File: src/hdl/i2cms_pkg.sv
// i2cms_pkg: request and response payload types, command codes and register
// indexes of the i2c master bit sequencer
// no dependencies
package i2cms_pkg;

   localparam int unsigned CSR_DATA_WIDTH = 16;
   localparam int unsigned CSR_INDEX_WIDTH = 1;

   // register indexes
   localparam logic [CSR_INDEX_WIDTH-1:0] CSR_QUARTER_BIT_TICKS = 1'd0;
   localparam logic [CSR_INDEX_WIDTH-1:0] CSR_ACK_EXTRA_TICKS = 1'd1;

   localparam logic [CSR_DATA_WIDTH-1:0] QUARTER_BIT_TICKS_RESET = 16'd250;
   localparam logic [CSR_DATA_WIDTH-1:0] ACK_EXTRA_TICKS_RESET = 16'd25;

   // command codes carried in the action field
   localparam logic [1:0] ACTION_TICK = 2'd0;
   localparam logic [1:0] ACTION_START = 2'd1;
   localparam logic [1:0] ACTION_STOP = 2'd2;
   localparam logic [1:0] ACTION_WRITE = 2'd3;

   typedef struct packed {
      logic [1:0] action;
      logic [7:0] data_byte;
      logic       sda_line;
   } i2cms_req_type;

   typedef struct packed {
      logic scl_level;
      logic sda_level;
      logic busy_res;
      logic done_res;
      logic ack_valid;
      logic nack;
      logic rejected;
   } i2cms_rsp_type;

endpackage

File: src/hdl/i2c_master_bit_sequencer.sv
// i2c_master_bit_sequencer: start, stop and write-byte sequencer with acknowledge,
// one request per bit-timing tick
// depends on i2cms_pkg
//
// channel  direction  handshake                payload
// req      in         req_valid / req_stall    i2cms_req_type (action, data_byte, sda_line)
// rsp      out        rsp_valid / rsp_stall    i2cms_rsp_type (line levels and status)
// csr      in         csr_wr_en                csr_index, csr_wdata
//
// every request passes from acceptance through the input register, then through
// the sequencer step into the response register
// one request per cycle is sustained while rsp is not stalled; the step logic
// (a 17-bit tick compare) sits between the input register and the response register
// reset returns the lines to released, the sequencer to idle and the registers
// to 250 and 25 ticks; stalls on rsp back up into req_stall the same cycle
module i2c_master_bit_sequencer
   import i2cms_pkg::*;
(
   input  logic                       clock,
   input  logic                       reset,
   input  logic                       req_valid,
   output logic                       req_stall,
   input  i2cms_req_type              req_data,
   output logic                       rsp_valid,
   input  logic                       rsp_stall,
   output i2cms_rsp_type              rsp_data,
   input  logic                       csr_wr_en,
   input  logic [CSR_INDEX_WIDTH-1:0] csr_index,
   input  logic [CSR_DATA_WIDTH-1:0]  csr_wdata
);

   typedef enum logic [1:0] {
      KIND_IDLE  = 2'd0,
      KIND_START = 2'd1,
      KIND_STOP  = 2'd2,
      KIND_WRITE = 2'd3
   } kind_type;

   // write sequence phases
   localparam logic [3:0] PH_SETUP = 4'd0;
   localparam logic [3:0] PH_DATA = 4'd1;
   localparam logic [3:0] PH_HIGH = 4'd2;
   localparam logic [3:0] PH_ACK_LOW = 4'd3;
   localparam logic [3:0] PH_ACK_HIGH = 4'd4;
   localparam logic [3:0] PH_ACK_EXTRA = 4'd5;
   // stop and start phases
   localparam logic [3:0] PH_1 = 4'd1;
   localparam logic [3:0] PH_2 = 4'd2;
   localparam logic [3:0] PH_3 = 4'd3;
   localparam logic [3:0] PH_4 = 4'd4;
   localparam logic [3:0] BITS_PER_BYTE = 4'd8;

   logic [CSR_DATA_WIDTH-1:0] quarter_ff;
   logic [CSR_DATA_WIDTH-1:0] ack_extra_ff;

   logic          req_valid_ff;
   i2cms_req_type req_data_ff;
   logic          rsp_valid_ff;
   logic          rsp_valid_in;
   i2cms_rsp_type rsp_data_ff;
   i2cms_rsp_type rsp_data_in;

   kind_type    kind_ff, kind_in;
   logic [3:0]  phase_ff, phase_in;
   logic [16:0] tick_ff, tick_in;
   logic [3:0]  bit_ff, bit_in;
   logic [7:0]  shift_ff, shift_in;
   logic        scl_ff, scl_in;
   logic        sda_ff, sda_in;

   logic        advance_ok;
   logic        fire;
   logic [15:0] quarter_eff;
   logic [16:0] step_len;
   logic [16:0] tick_inc;
   logic        step_end;
   logic        seq_end;
   kind_type    kind_w;
   logic [3:0]  phase_w;
   logic [3:0]  bit_w;
   logic [7:0]  shift_w;
   logic [3:0]  phase_next;
   logic [3:0]  bit_next;

   assign advance_ok = !rsp_valid_ff || !rsp_stall;
   assign fire = req_valid_ff && advance_ok;
   assign req_stall = req_valid_ff && !advance_ok;
   assign rsp_valid = rsp_valid_ff;
   assign rsp_data = rsp_data_ff;

   assign quarter_eff = (quarter_ff == '0) ? 16'd1 : quarter_ff;
   assign phase_next = phase_w + 4'd1;
   assign bit_next = bit_w + 4'd1;

   always_comb begin
      kind_w = kind_ff;
      phase_w = phase_ff;
      bit_w = bit_ff;
      shift_w = shift_ff;
      tick_inc = tick_ff;
      rsp_data_in = '0;
      scl_in = scl_ff;
      sda_in = sda_ff;
      phase_in = phase_ff;
      bit_in = bit_ff;
      shift_in = shift_ff;
      tick_in = tick_ff;
      step_len = {1'b0, quarter_eff};
      step_end = 1'b0;
      seq_end = 1'b0;

      // a command is taken only while idle, otherwise it is flagged
      if (kind_ff != KIND_IDLE) begin
         rsp_data_in.rejected = (req_data_ff.action != ACTION_TICK);
         tick_inc = tick_ff;
      end else if (req_data_ff.action != ACTION_TICK) begin
         kind_w = kind_type'(req_data_ff.action);
         phase_w = '0;
         bit_w = '0;
         shift_w = req_data_ff.data_byte;
         tick_inc = '0;
      end

      if (kind_w != KIND_IDLE) begin
         // line levels for the current phase
         unique case (kind_w)
            KIND_START: begin
               scl_in = 1'b1;
               sda_in = (phase_w == '0);
            end
            KIND_STOP: begin
               scl_in = (phase_w >= PH_2);
               if (phase_w == PH_1 || phase_w == PH_2) begin
                  sda_in = 1'b0;
               end else if (phase_w == PH_3) begin
                  sda_in = 1'b1;
               end
            end
            default: begin
               unique case (phase_w)
                  PH_SETUP: scl_in = 1'b0;
                  PH_DATA: begin
                     scl_in = 1'b0;
                     sda_in = shift_w[7];
                  end
                  PH_HIGH: begin
                     scl_in = 1'b1;
                     sda_in = shift_w[7];
                  end
                  PH_ACK_LOW: begin
                     scl_in = 1'b0;
                     sda_in = 1'b1;
                  end
                  default: begin
                     scl_in = 1'b1;
                     sda_in = 1'b1;
                  end
               endcase
            end
         endcase

         rsp_data_in.busy_res = 1'b1;
         rsp_data_in.scl_level = scl_in;
         rsp_data_in.sda_level = sda_in;

         priority if (kind_w == KIND_START) begin
            step_len = {quarter_eff, 1'b0};
         end else if (kind_w == KIND_STOP) begin
            step_len = {1'b0, quarter_eff};
         end else if (phase_w == PH_SETUP || phase_w == PH_DATA) begin
            step_len = {1'b0, quarter_eff};
         end else if (phase_w == PH_ACK_EXTRA) begin
            step_len = {1'b0, ack_extra_ff};
         end else begin
            step_len = {quarter_eff, 1'b0};
         end

         tick_in = tick_inc + 17'd1;
         phase_in = phase_w;
         bit_in = bit_w;
         shift_in = shift_w;
         step_end = (tick_in >= step_len);

         if (step_end) begin
            tick_in = '0;
            priority if (kind_w == KIND_START) begin
               phase_in = phase_next;
               seq_end = (phase_next >= PH_2);
            end else if (kind_w == KIND_STOP) begin
               phase_in = phase_next;
               seq_end = (phase_next >= PH_4);
            end else if (phase_w == PH_HIGH) begin
               shift_in = {shift_w[6:0], 1'b0};
               bit_in = bit_next;
               phase_in = (bit_next >= BITS_PER_BYTE) ? PH_ACK_LOW : PH_SETUP;
            end else if (phase_w == PH_ACK_HIGH) begin
               if (ack_extra_ff == '0) begin
                  seq_end = 1'b1;
               end else begin
                  phase_in = PH_ACK_EXTRA;
               end
            end else if (phase_w >= PH_ACK_EXTRA) begin
               seq_end = 1'b1;
            end else begin
               phase_in = phase_next;
            end
         end

         if (seq_end) begin
            rsp_data_in.done_res = 1'b1;
            if (kind_w == KIND_WRITE) begin
               // acknowledge sampled on the last scl-high tick
               rsp_data_in.ack_valid = 1'b1;
               rsp_data_in.nack = req_data_ff.sda_line;
               scl_in = 1'b0;
            end
            phase_in = '0;
            bit_in = '0;
         end
      end else begin
         rsp_data_in.scl_level = scl_ff;
         rsp_data_in.sda_level = sda_ff;
      end

      kind_in = seq_end ? KIND_IDLE : kind_w;
      rsp_valid_in = advance_ok ? req_valid_ff : rsp_valid_ff;
   end

   always_ff @(posedge clock) begin
      if (reset) begin
         quarter_ff <= QUARTER_BIT_TICKS_RESET;
         ack_extra_ff <= ACK_EXTRA_TICKS_RESET;
         req_valid_ff <= 1'b0;
         rsp_valid_ff <= 1'b0;
         kind_ff <= KIND_IDLE;
         phase_ff <= '0;
         tick_ff <= '0;
         bit_ff <= '0;
         shift_ff <= '0;
         scl_ff <= 1'b1;
         sda_ff <= 1'b1;
      end else begin
         if (csr_wr_en) begin
            unique case (csr_index)
               CSR_QUARTER_BIT_TICKS: quarter_ff <= csr_wdata;
               CSR_ACK_EXTRA_TICKS: ack_extra_ff <= csr_wdata;
               default: ;
            endcase
         end
         if (!req_valid_ff || advance_ok) begin
            req_valid_ff <= req_valid;
         end
         rsp_valid_ff <= rsp_valid_in;
         if (fire) begin
            kind_ff <= kind_in;
            phase_ff <= phase_in;
            tick_ff <= tick_in;
            bit_ff <= bit_in;
            shift_ff <= shift_in;
            scl_ff <= scl_in;
            sda_ff <= sda_in;
         end
      end
   end

   // payload registers, no reset
   always_ff @(posedge clock) begin
      if (!req_valid_ff || advance_ok) begin
         req_data_ff <= req_data;
      end
      if (fire) begin
         rsp_data_ff <= rsp_data_in;
      end
   end

   // an acknowledge only closes a write, on a high scl tick
   assert property (@(posedge clock) disable iff (reset)
      rsp_valid_ff && rsp_data_ff.ack_valid |-> rsp_data_ff.done_res && rsp_data_ff.scl_level)
      else $error("acknowledge reported outside the end of an scl-high tick");

   assert property (@(posedge clock) disable iff (reset)
      rsp_valid_ff && rsp_data_ff.nack |-> rsp_data_ff.ack_valid)
      else $error("nack without acknowledge");

   assert property (@(posedge clock) disable iff (reset)
      kind_ff == KIND_IDLE |-> phase_ff == '0 && bit_ff == '0)
      else $error("idle sequencer holds stale phase or bit count");

   assert property (@(posedge clock) disable iff (reset)
      bit_ff <= BITS_PER_BYTE)
      else $error("bit count beyond one byte");

   // a finished write leaves scl driven low for the following ticks
   assert property (@(posedge clock) disable iff (reset)
      fire && seq_end && kind_w == KIND_WRITE |=> kind_ff == KIND_IDLE && !scl_ff)
      else $error("write did not return to idle with scl low");

endmodule

File: config.mk
export PLATFORM = sky130hd
export DESIGN_NAME = i2c_master_bit_sequencer
export DESIGN_NICKNAME = d
export VERILOG_FILES = /design/src/hdl/i2cms_pkg.sv /design/src/hdl/i2c_master_bit_sequencer.sv
export SDC_FILE = /design/constraint.sdc
export NUM_CORES = 1
export LEC_CHECK = 0
export BUFFER_PORTS_ARGS = -buffer_cell sky130_fd_sc_hd__buf_2
export CAP_MARGIN = 20
export CORE_UTILIZATION = 56
export CTS_BUF_LIST = sky130_fd_sc_hd__clkbuf_4 sky130_fd_sc_hd__clkbuf_8
export CTS_CLUSTER_DIAMETER = 200
export DETAILED_ROUTE_END_ITERATION = 12
export PLACE_DENSITY = 0.78
export SLEW_MARGIN = 20
export SYNTH_ARGS = -nofsm -noshare
export SYNTH_HDL_FRONTEND = slang
export SYNTH_SLANG_ARGS = --single-unit
File: constraint.sdc
create_clock -name clock -period 4.74 [get_ports clock]
set_input_delay 0.237 -clock clock [delete_from_list [all_inputs] [get_ports clock]]
set_output_delay 0.237 -clock clock [all_outputs]
set_load 0.01 [all_outputs]
# Word level (Yosys, flattened, before mapping)
# Index checks and enable logic that the tools add are counted.
# op_classes
n_reduce_logical	23
bitwise	1
eq_ne	8
div_mod_pow	0
shifts	0
multipliers	0
n_addsub	3
n_lt_le_gt_ge	6
muxes	57
# op_table
operator	n
$mux 17	8
$mux 4	18
$mux 8	6
$logic_not 16->1	2
$add 17x1->17 const B	1
$ge 17x17->1	1
$mux 16	1
$mux 1	14
$mux 2	6
$add 4x1->4 const B	2
$eq 4x2->1 const B	2
$eq 4x3->1 const B	2
$ge 4x2->1 const B	2
$ge 4x3->1 const B	2
$reduce_and 2->1	4
$pmux 1 s2	3
$reduce_bool 2->1	3
$eq 2x2->1 const B	2
$eq 4x1->1 const B	1
$ge 4x4->1 const B	1
$logic_not 1->1	4
$logic_not 4->1	1
$logic_or 1x1->1	4
$mux 3	1
other kinds (6)	7
# word_totals
latch_bits	0
mem_bits_rw	0
wordCells	119
reg_bits	89
n_memories	0
in_bits	33
mem_bits_ro	0
out_inout_bits	9

# Depth between registers and ports, before layout
# Gate-level depths: netlist of the first run.
# depth
depth_word	14
depth_mapped	23
mapped_depth_nobuf	18

# Worst setup path before layout of the first run
# Ideal clock, no wire load.
# synth_timing
path_kind	register -> register
from	reg req_data_ff[9] (netlist bit)
to	reg tick_ff[3]
period_less_slack_ns	4.603
setup_time_ns	0.070
arrival_ns	4.533
required_time_ns	4.670
path_buffers	5
setup_slack_ns	0.137
stages_incl_launch_ff	22
cell_sequence	edfxtp_1 o21ai_1 clkbuf_1 clkbuf_1 nand2_1 ha_1 or2_2 a21oi_2 buf_4 mux2i_1 nand2_1 o21ai_0 ha_1 a21oi_1 o21ai_0 nand2_1 o211ai_1 clkbuf_1 nor2_2 buf_4 nand3_1 a21oi_1
# synth_via
elab_chain_len	11
elab_cells_between_ends	23
classes_between	add/sub (1); order compare (1); eq/ne (4); mux (12); reduce/logical (5)
# synth_lines
element	line_no	source
start: declaration	i2c_master_bit_sequencer.sv:57	i2cms_req_type req_data_ff;
start signal: assignment	i2c_master_bit_sequencer.sv:269	req_data_ff <= req_data;
branches (longest 11 deep; another with $add 17x1->17)	n/a	
end signal: assignment	i2c_master_bit_sequencer.sv:257	tick_ff <= tick_in;
end: declaration	i2c_master_bit_sequencer.sv:65	logic [16:0] tick_ff, tick_in;
# Parallel ways; which one is timed is not known. The select of a mux whose other input is x is not followed.
# A chain may end at the register's enable or synchronous reset.

# Final worst setup path of the first run
# layout_timing
from	reg req_data_ff[10] (netlist bit)
to	reg shift_ff[5]
# layout_via
elab_chain_len	11
elab_cells_between_ends	29
classes_between	add/sub (1); order compare (1); eq/ne (5); mux (17); reduce/logical (5)
# layout_lines
element	line_no	source
branches (longest 11 deep; another with $add 17x1->17)	n/a	
end signal: assignment	i2c_master_bit_sequencer.sv:259	shift_ff <= shift_in;
end: declaration	i2c_master_bit_sequencer.sv:67	logic [7:0] shift_ff, shift_in;
# Parallel ways; which one is timed is not known. The select of a mux whose other input is x is not followed.

==> flow_summary.json, run 1 <==
{
  "route.layer.met1.wl_um": 5742,
  "design.core.area_mm2": 0.008891,
  "yosysMostFrequentCell": "nand2_1",
  "grt-ovfl-total": 0,
  "yosysTopAreaCellShare_pct": 27.07,
  "grt_usage_pct": 26.15,
  "tritoncts_clock_tree": "built",
  "critical_path.reg2reg.startpoint": "req_data_ff[10]",
  "clkSinkCount": 89,
  "met2_wirelength_um": 5623,
  "yosys-top-cells-count": "nand2_1 (131), dfxtp_1 (71), a21oi_1 (63)",
  "route.top_layer_used": "met4",
  "post_synth_main_area_contributors": "dfxtp_1 (27%), edfxtp_1 (10%), nand2_1 (9.4%)",
  "synth_top_area_cell": "dfxtp_1",
  "worst_clock_skew_ns": 0.01617,
  "routed-via-count": 4841,
  "clock-root-buffer": "clkbuf_8",
  "crit_path_cell_trace": "o21ai_4, and2_1, ha_1, and3_1, nand4_1, or4_4, and3_1, o21bai_1, ha_1, nand2_1, nor2_1, nand2_1, a31oi_4, o21a_1, buf_4, mux2i_1, o22ai_1",
  "yosys_most_used_dff": "dfxtp_1",
  "cts_buffers": 9,
  "final-max-slew-violation-count": 0,
  "cp_max_fo": 17,
  "slew_headroom_pct": 52.97,
  "worst_hold_slack_ns": 0.04230,
  "ctsHoldBuffers": 0,
  "cp.arrival_ns": 4.60,
  "postSynthCellCount": 645,
  "totalWireLength_um": 12340,
  "timing.setup.tns_ns": 0,
  "antenna_left": 0,
  "synth-warning-count": 0,
  "avgSynthCellArea_um2": 8.140,
  "drt-initial-drc-count": 399,
  "worst_ep_required_time_ns": 4.96,
  "number_of_i_o_pins": 42,
  "first_global_vias": 4353,
  "gp_congestion": 0.9131,
  "dieArea_mm2": 0.009766,
  "layout_worst_path_cycle_share_pct": 92.36,
  "worstPathBufferInverterCount": 1,
  "powerDensity_mw_per_mm2": 280.4,
  "synth_cell_types": 65,
  "wire_length_of_the_first_global_routing_pass_um": 20620,
  "worst_setup_path_start_kind": "flop",
  "r2r_setup_slack_ns": 0.36,
  "worst_r2r_path_depth": 17,
  "initial_core_util_pct": 59.05,
  "worst_path_largest_cell_delay_ns": 0.60,
  "min_delay_path_depth": 1,
  "static_leakage_uw": 0.002221,
  "result_of_the_run": "finished clean",
  "ys_async_sr_fraction_pct": 0,
  "r2r-end": "shift_ff[5]",
  "setup_viol": 0,
  "worstHoldPathType": "input port to flop",
  "synth_fp_nets": 706,
  "cp_top_family": "simple AND/OR/NAND/NOR gates",
  "layout_min_cycle_time_ns": 4.378,
  "worstSetupEndpointType": "flop",
  "post_drt_via_cell_ratio": 6.128,
  "placement_rows": 34,
  "postLayoutCellArea_mm2": 0.005804,
  "drive_above_1_share_pct": 14.96,
  "hold_violations": 0,
  "number_of_enable_flip_flop_cells_after_synthesis": 18,
  "io_buf_count": 41,
  "cp_slowest_cell": "or4_4",
  "route.detailed.wl_per_inst_um": 15.62,
  "worst_ir_drop_vdd_uv": 171.7,
  "post_dp_cell_area_mm2": 0.005528,
  "die_h_um": 98.83,
  "cts.htree.levels": 3,
  "critical_path_class": "flop to flop",
  "hold_start": "req_data[4]",
  "drc_errors": 0,
  "worstSkewPairLatency_ns": 0.37,
  "timing.critical_path.depth": 17,
  "antenna_found_initial": 0,
  "postSynthRegisterBits": 89,
  "timing.max_cap.violations": 0,
  "diodes": 0,
  "die_boundary_width_um": 98.83,
  "finish.net_count": 738,
  "flow.area_growth_from_synthesis_pct": 10.56,
  "combined_area_of_all_synthesized_cells_mm2": 0.005250,
  "upper_clock_frequency_limit_ghz": 0.2284,
  "cts_buffer_depth": 2,
  "firstDrtPassIters": 5,
  "hold-path-endpoint": "req_data_ff[4]",
  "grt_max_degree": 59,
  "synth-seq-area-share_pct": 37.37,
  "route.met3.wl_um": 745,
  "clk_pin_slew_worst_paths_ns": 0.09,
  "dp.final_hpwl_um": 8564,
  "worstMarginPinSlew_ns": 0.7023
}
routing by layer:
| layer | up-vias | global-route usage, % |
|---|---|---|
| met5 | - | 0 |
| met4 | 0 | 10.56 |
| met3 | 29 | 4.539 |
| met2 | 168 | 40.08 |
| met1 | 2270 | 36.54 |
| li1 | 2374 | - |
flip-flops by register name, summed over array words and instances (netlist names):
name / flops
kind_ff: 2
sda_ff: 1
req_data_ff: 11
bit_ff: 4
ack_extra_ff: 16
scl_ff: 1
rsp_valid: 1
phase_ff: 4
tick_ff: 17
rsp_data: 7
shift_ff: 8
req_valid_ff: 1
quarter_ff: 16
report_power, final:
group	internal, µW	switching, µW	leakage [µW]
clock	272	276	0.000104
sequential	808	27.4	0.000761
combinational	89.4	155	0.00136
total	1170	458	0.00222
kinds of logic (layout without fill, tap and decap cells):
family	count (synthesis)	in the layout	share of synthesized area [%]
DFF	89	89	37.37
xor gates and xnor gates	14	14	2.336
adders and majority gates	28	28	6.673
and+or+nand+nor	266	266	23.07
muxes	23	23	4.647
AOI/OAI and AO/OA	170	171	21.40
buffers and inverters	55	91	4.504
worst max path at each step:
stage / start / end / slack, ns
2_1_floorplan: req_data_ff[9] / tick_ff[3] / 0.14
3_3_place_gp: req_data_ff[9] / shift_ff[6] / 0.21
3_5_place_dp: req_data_ff[9] / shift_ff[5] / 0.12
4_1_cts: req_data_ff[9] / shift_ff[5] / 0.07
5_1_grt: kind_ff[0] / tick_ff[1] / -0.009
6_report: req_data_ff[10] / shift_ff[5] / 0.36
area by class of cell:
type                       instances  area (µm²)
tap                              108       135.1
clock buffer                      12       152.6
fill                             730        3087
inverter                          17       63.81
timing repair buffer              58       332.8
multi-input combinational        502        3105
clock inverter                     4       52.55
sequential                        89        1962
placed cells by master (no fill, tap or decap), drive strengths merged, types with 3 or more instances in the layout:
master	instances
nand2	131
dfxtp	71
a21oi	65
buf	58
nor2	46
nand3	39
o21ai	36
ha	28
mux2i	22
edfxtp	18
inv	17
clkbuf	12
nor3	9
o31ai	9
xor2	8
a31oi	8
nor4	7
nand4	7
o22ai	7
and3	6
xnor2	6
a22oi	6
a2bb2oi	6
o211ai	6
and2	5
o32ai	5
or2	4
o21a	4
nand2b	3
nor2b	3
metrics by stage:
step	setup WS (ns)	power, µW	utilization (%)	instances
6_report	0.3621	1628	65.28	790
5_1_grt	-0.008505	1704	65.28	790
4_1_cts	0.07319	1628	64.48	785
3_5_place_dp	0.1194	1087	62.17	769
3_3_place_gp	0.2118	1078	62.17	769
2_1_floorplan	0.1369	1017	-	645
what timing repair did:
item                                   4_1_cts  5_1_grt
resized for setup                            0        5
setup endpoints to repair                    0       38
endpoints found under the hold margin        0        0
setup buffers                                0        4
Power figures use the tool's default switching activity.
==> run 2, diff against run 1 <==
--- a/config.mk
+++ b/config.mk
@@ -12,6 +12,7 @@
 export CTS_CLUSTER_DIAMETER = 200
 export DETAILED_ROUTE_END_ITERATION = 12
 export PLACE_DENSITY = 0.78
+export REMOVE_ABC_BUFFERS = 1
 export SLEW_MARGIN = 20
 export SYNTH_ARGS = -nofsm -noshare
 export SYNTH_HDL_FRONTEND = slang
==> run 2 against run 1 <==
  * Core utilization increased by 0.52 points
  * Design area grew 0.80%
  * First-iteration DRC count decreased by 15%
  * Clock power is 2% higher
  * Critical path depth increased by 4
  * Power rose by 1.1%
  * Register-to-register slack worse by 0.02 ns
  * Setup slack lost 0.023 ns
  * Sequential cell count stayed put
  * Die area stayed put
==> flow_summary.json, run 2 (synthesis gave the netlist of run 1 again) <==
{
  "layout_commonest_cell": "nand2_1",
  "tritoncts_clock_tree": "built",
  "antenna_found_initial": 0,
  "wire_length_of_the_first_global_routing_pass_um": 21280,
  "initial_core_util_pct": 59.05,
  "antenna_left": 0,
  "route.detailed.wl_per_inst_um": 15.97,
  "result_of_the_run": "finished clean",
  "grt_max_degree": 58,
  "placement_rows": 34,
  "gp_congestion": 0.8701,
  "critical_path_class": "flop to flop",
  "worst_clock_skew_ns": 0.01161,
  "cp_max_fo": 17,
  "design.core.area_mm2": 0.008891,
  "layout_worst_path_cycle_share_pct": 92.84,
  "diodes": 0,
  "die_h_um": 98.83,
  "routed-via-count": 4840,
  "powerDensity_mw_per_mm2": 281.2,
  "first_global_vias": 4554,
  "n_fill_cell": 734,
  "firstDrtPassIters": 5,
  "max_ffs_per_register": 17,
  "upper_clock_frequency_limit_ghz": 0.2272,
  "slew_headroom_pct": 44.48,
  "drc_errors": 0,
  "worstSkewPairLatency_ns": 0.37,
  "setup_slack_ns": 0.3392,
  "worstMarginPinSlew_ns": 0.8318,
  "static_leakage_uw": 0.002242,
  "multiInputGateArea_mm2": 0.003113,
  "flow.area_growth_from_synthesis_pct": 11.44,
  "post_drt_via_cell_ratio": 6.096,
  "cts_buffers": 9,
  "worstSetupEndpointType": "flop",
  "worstHoldPathType": "input port to flop",
  "dp.final_hpwl_um": 8849,
  "clock-root-buffer": "clkbuf_8",
  "register_area_mm2": 0.001962,
  "worst_ir_drop_vdd_uv": 147.6,
  "grt-ovfl-total": 0,
  "post-layout-total-power_uw": 1645,
  "io_buf_count": 41,
  "cts.htree.levels": 3,
  "final-max-slew-violation-count": 0,
  "drive_above_1_share_pct": 15.60,
  "dieArea_mm2": 0.009766,
  "rsz_0062_raised_after_global_routing": "false",
  "pre_cts_slack_ns": -0.09414,
  "number_of_i_o_pins": 42,
  "timing.max_cap.violations": 0,
  "die_boundary_width_um": 98.83,
  "register_with_the_most_flip_flops": "tick_ff",
  "totalWireLength_um": 12680,
  "setup_viol": 0,
  "largest_registers": "tick_ff (17), ack_extra_ff (16), quarter_ff (16)",
  "cts_buffer_depth": 2,
  "hold_violations": 0,
  "final_core_utilization_pct": 65.80,
  "worst_setup_path_start_kind": "flop",
  "finish.net_count": 742,
  "clk_pin_slew_worst_paths_ns": 0.09,
  "grt_usage_pct": 27.28,
  "cp.arrival_ns": 4.70,
  "most-common-layout-cells": "nand2_1 (131), dfxtp_1 (71), a21oi_1 (62)",
  "ctsHoldBuffers": 0,
  "drt-initial-drc-count": 338,
  "layout_min_cycle_time_ns": 4.401,
  "postLayoutCellArea_mm2": 0.005851,
  "post_dp_cell_area_mm2": 0.005523,
  "clkSinkCount": 89,
  "worst_ep_required_time_ns": 5.04
}
==> run 2: path summary, 6_finish.rpt <==
check	start	slack, ns	endpoint	cells past startpoint
min reg2reg	ack_extra_ff[14]	0.48	ack_extra_ff[14]	2
min	req_data[0]	0.03	req_data_ff[0]	1
max	kind_ff[0]	0.34	shift_ff[6]	21
max reg2reg	kind_ff[0]	0.34	shift_ff[6]	21
==> run 2: area by class of cell <==
class	count	share of cell area, %
multi-input combinational	502	53.21
sequential	89	33.53
timing repair buffer	62	6.266
clock buffer	12	2.716
tap	108	2.310
inverter	17	1.091
clock inverter	4	0.8768
==> run 2: through the flow <==
step,hold WS [ns],std cells,setup TNS [ns]
2_1_floorplan,0.3061,607,-22.99
3_3_place_gp,0.4133,768,0
3_5_place_dp,0.4151,768,-0.5413
4_1_cts,0.02141,784,0
5_1_grt,0.01413,794,0
6_report,0.03031,794,0
==> run 2: power by group <==
| group | internal [µW] | leakage (µW) | total (µW) | switching, µW |
|---|---|---|---|---|
| clock | 279 | 0.000103 | 559 | 280 |
| combinational | 91.7 | 0.00138 | 251 | 159 |
| sequential | 808 | 0.000761 | 835 | 27.0 |
==> run 2: routing by layer <==
layer / GRT usage, % / vias to the layer above / part of all wire [%]
li1: - / 2377 / -
met1: 35.74 / 2283 / 46
met2: 44.65 / 153 / 47
met3: 4.397 / 27 / 5.5
met4: 11.71 / 0 / 2.1
met5: 0 / - / 0
==> run 2: critical path, stage by stage, from the launching register on <==
cell and delay [ns]:
dfxtp_1 0.36, nor2_1 0.31, o21ai_4 0.14, nand2_1 0.14
inv_1 0.08, ha_1 0.27, or2_2 0.34, a21oi_2 0.16
buf_4 0.30, mux2i_1 0.23, nand2_1 0.07, o21ai_0 0.11
ha_1 0.29, a21oi_1 0.18, a21oi_1 0.09, a21oi_1 0.22
a31oi_4 0.15, buf_4 0.19, o21a_1 0.17, buf_6 0.16
o211a_1 0.23, o22ai_1 0.15
==> run 2: what timing repair did <==
item | in CTS | in global routing
setup buffers | 0 | 9
setup endpoints to repair | 12 | 37
pin swaps | 0 | 2
cloned | 0 | 1
endpoints found under the hold margin | 0 | 0
gates resized for setup | 1 | 6
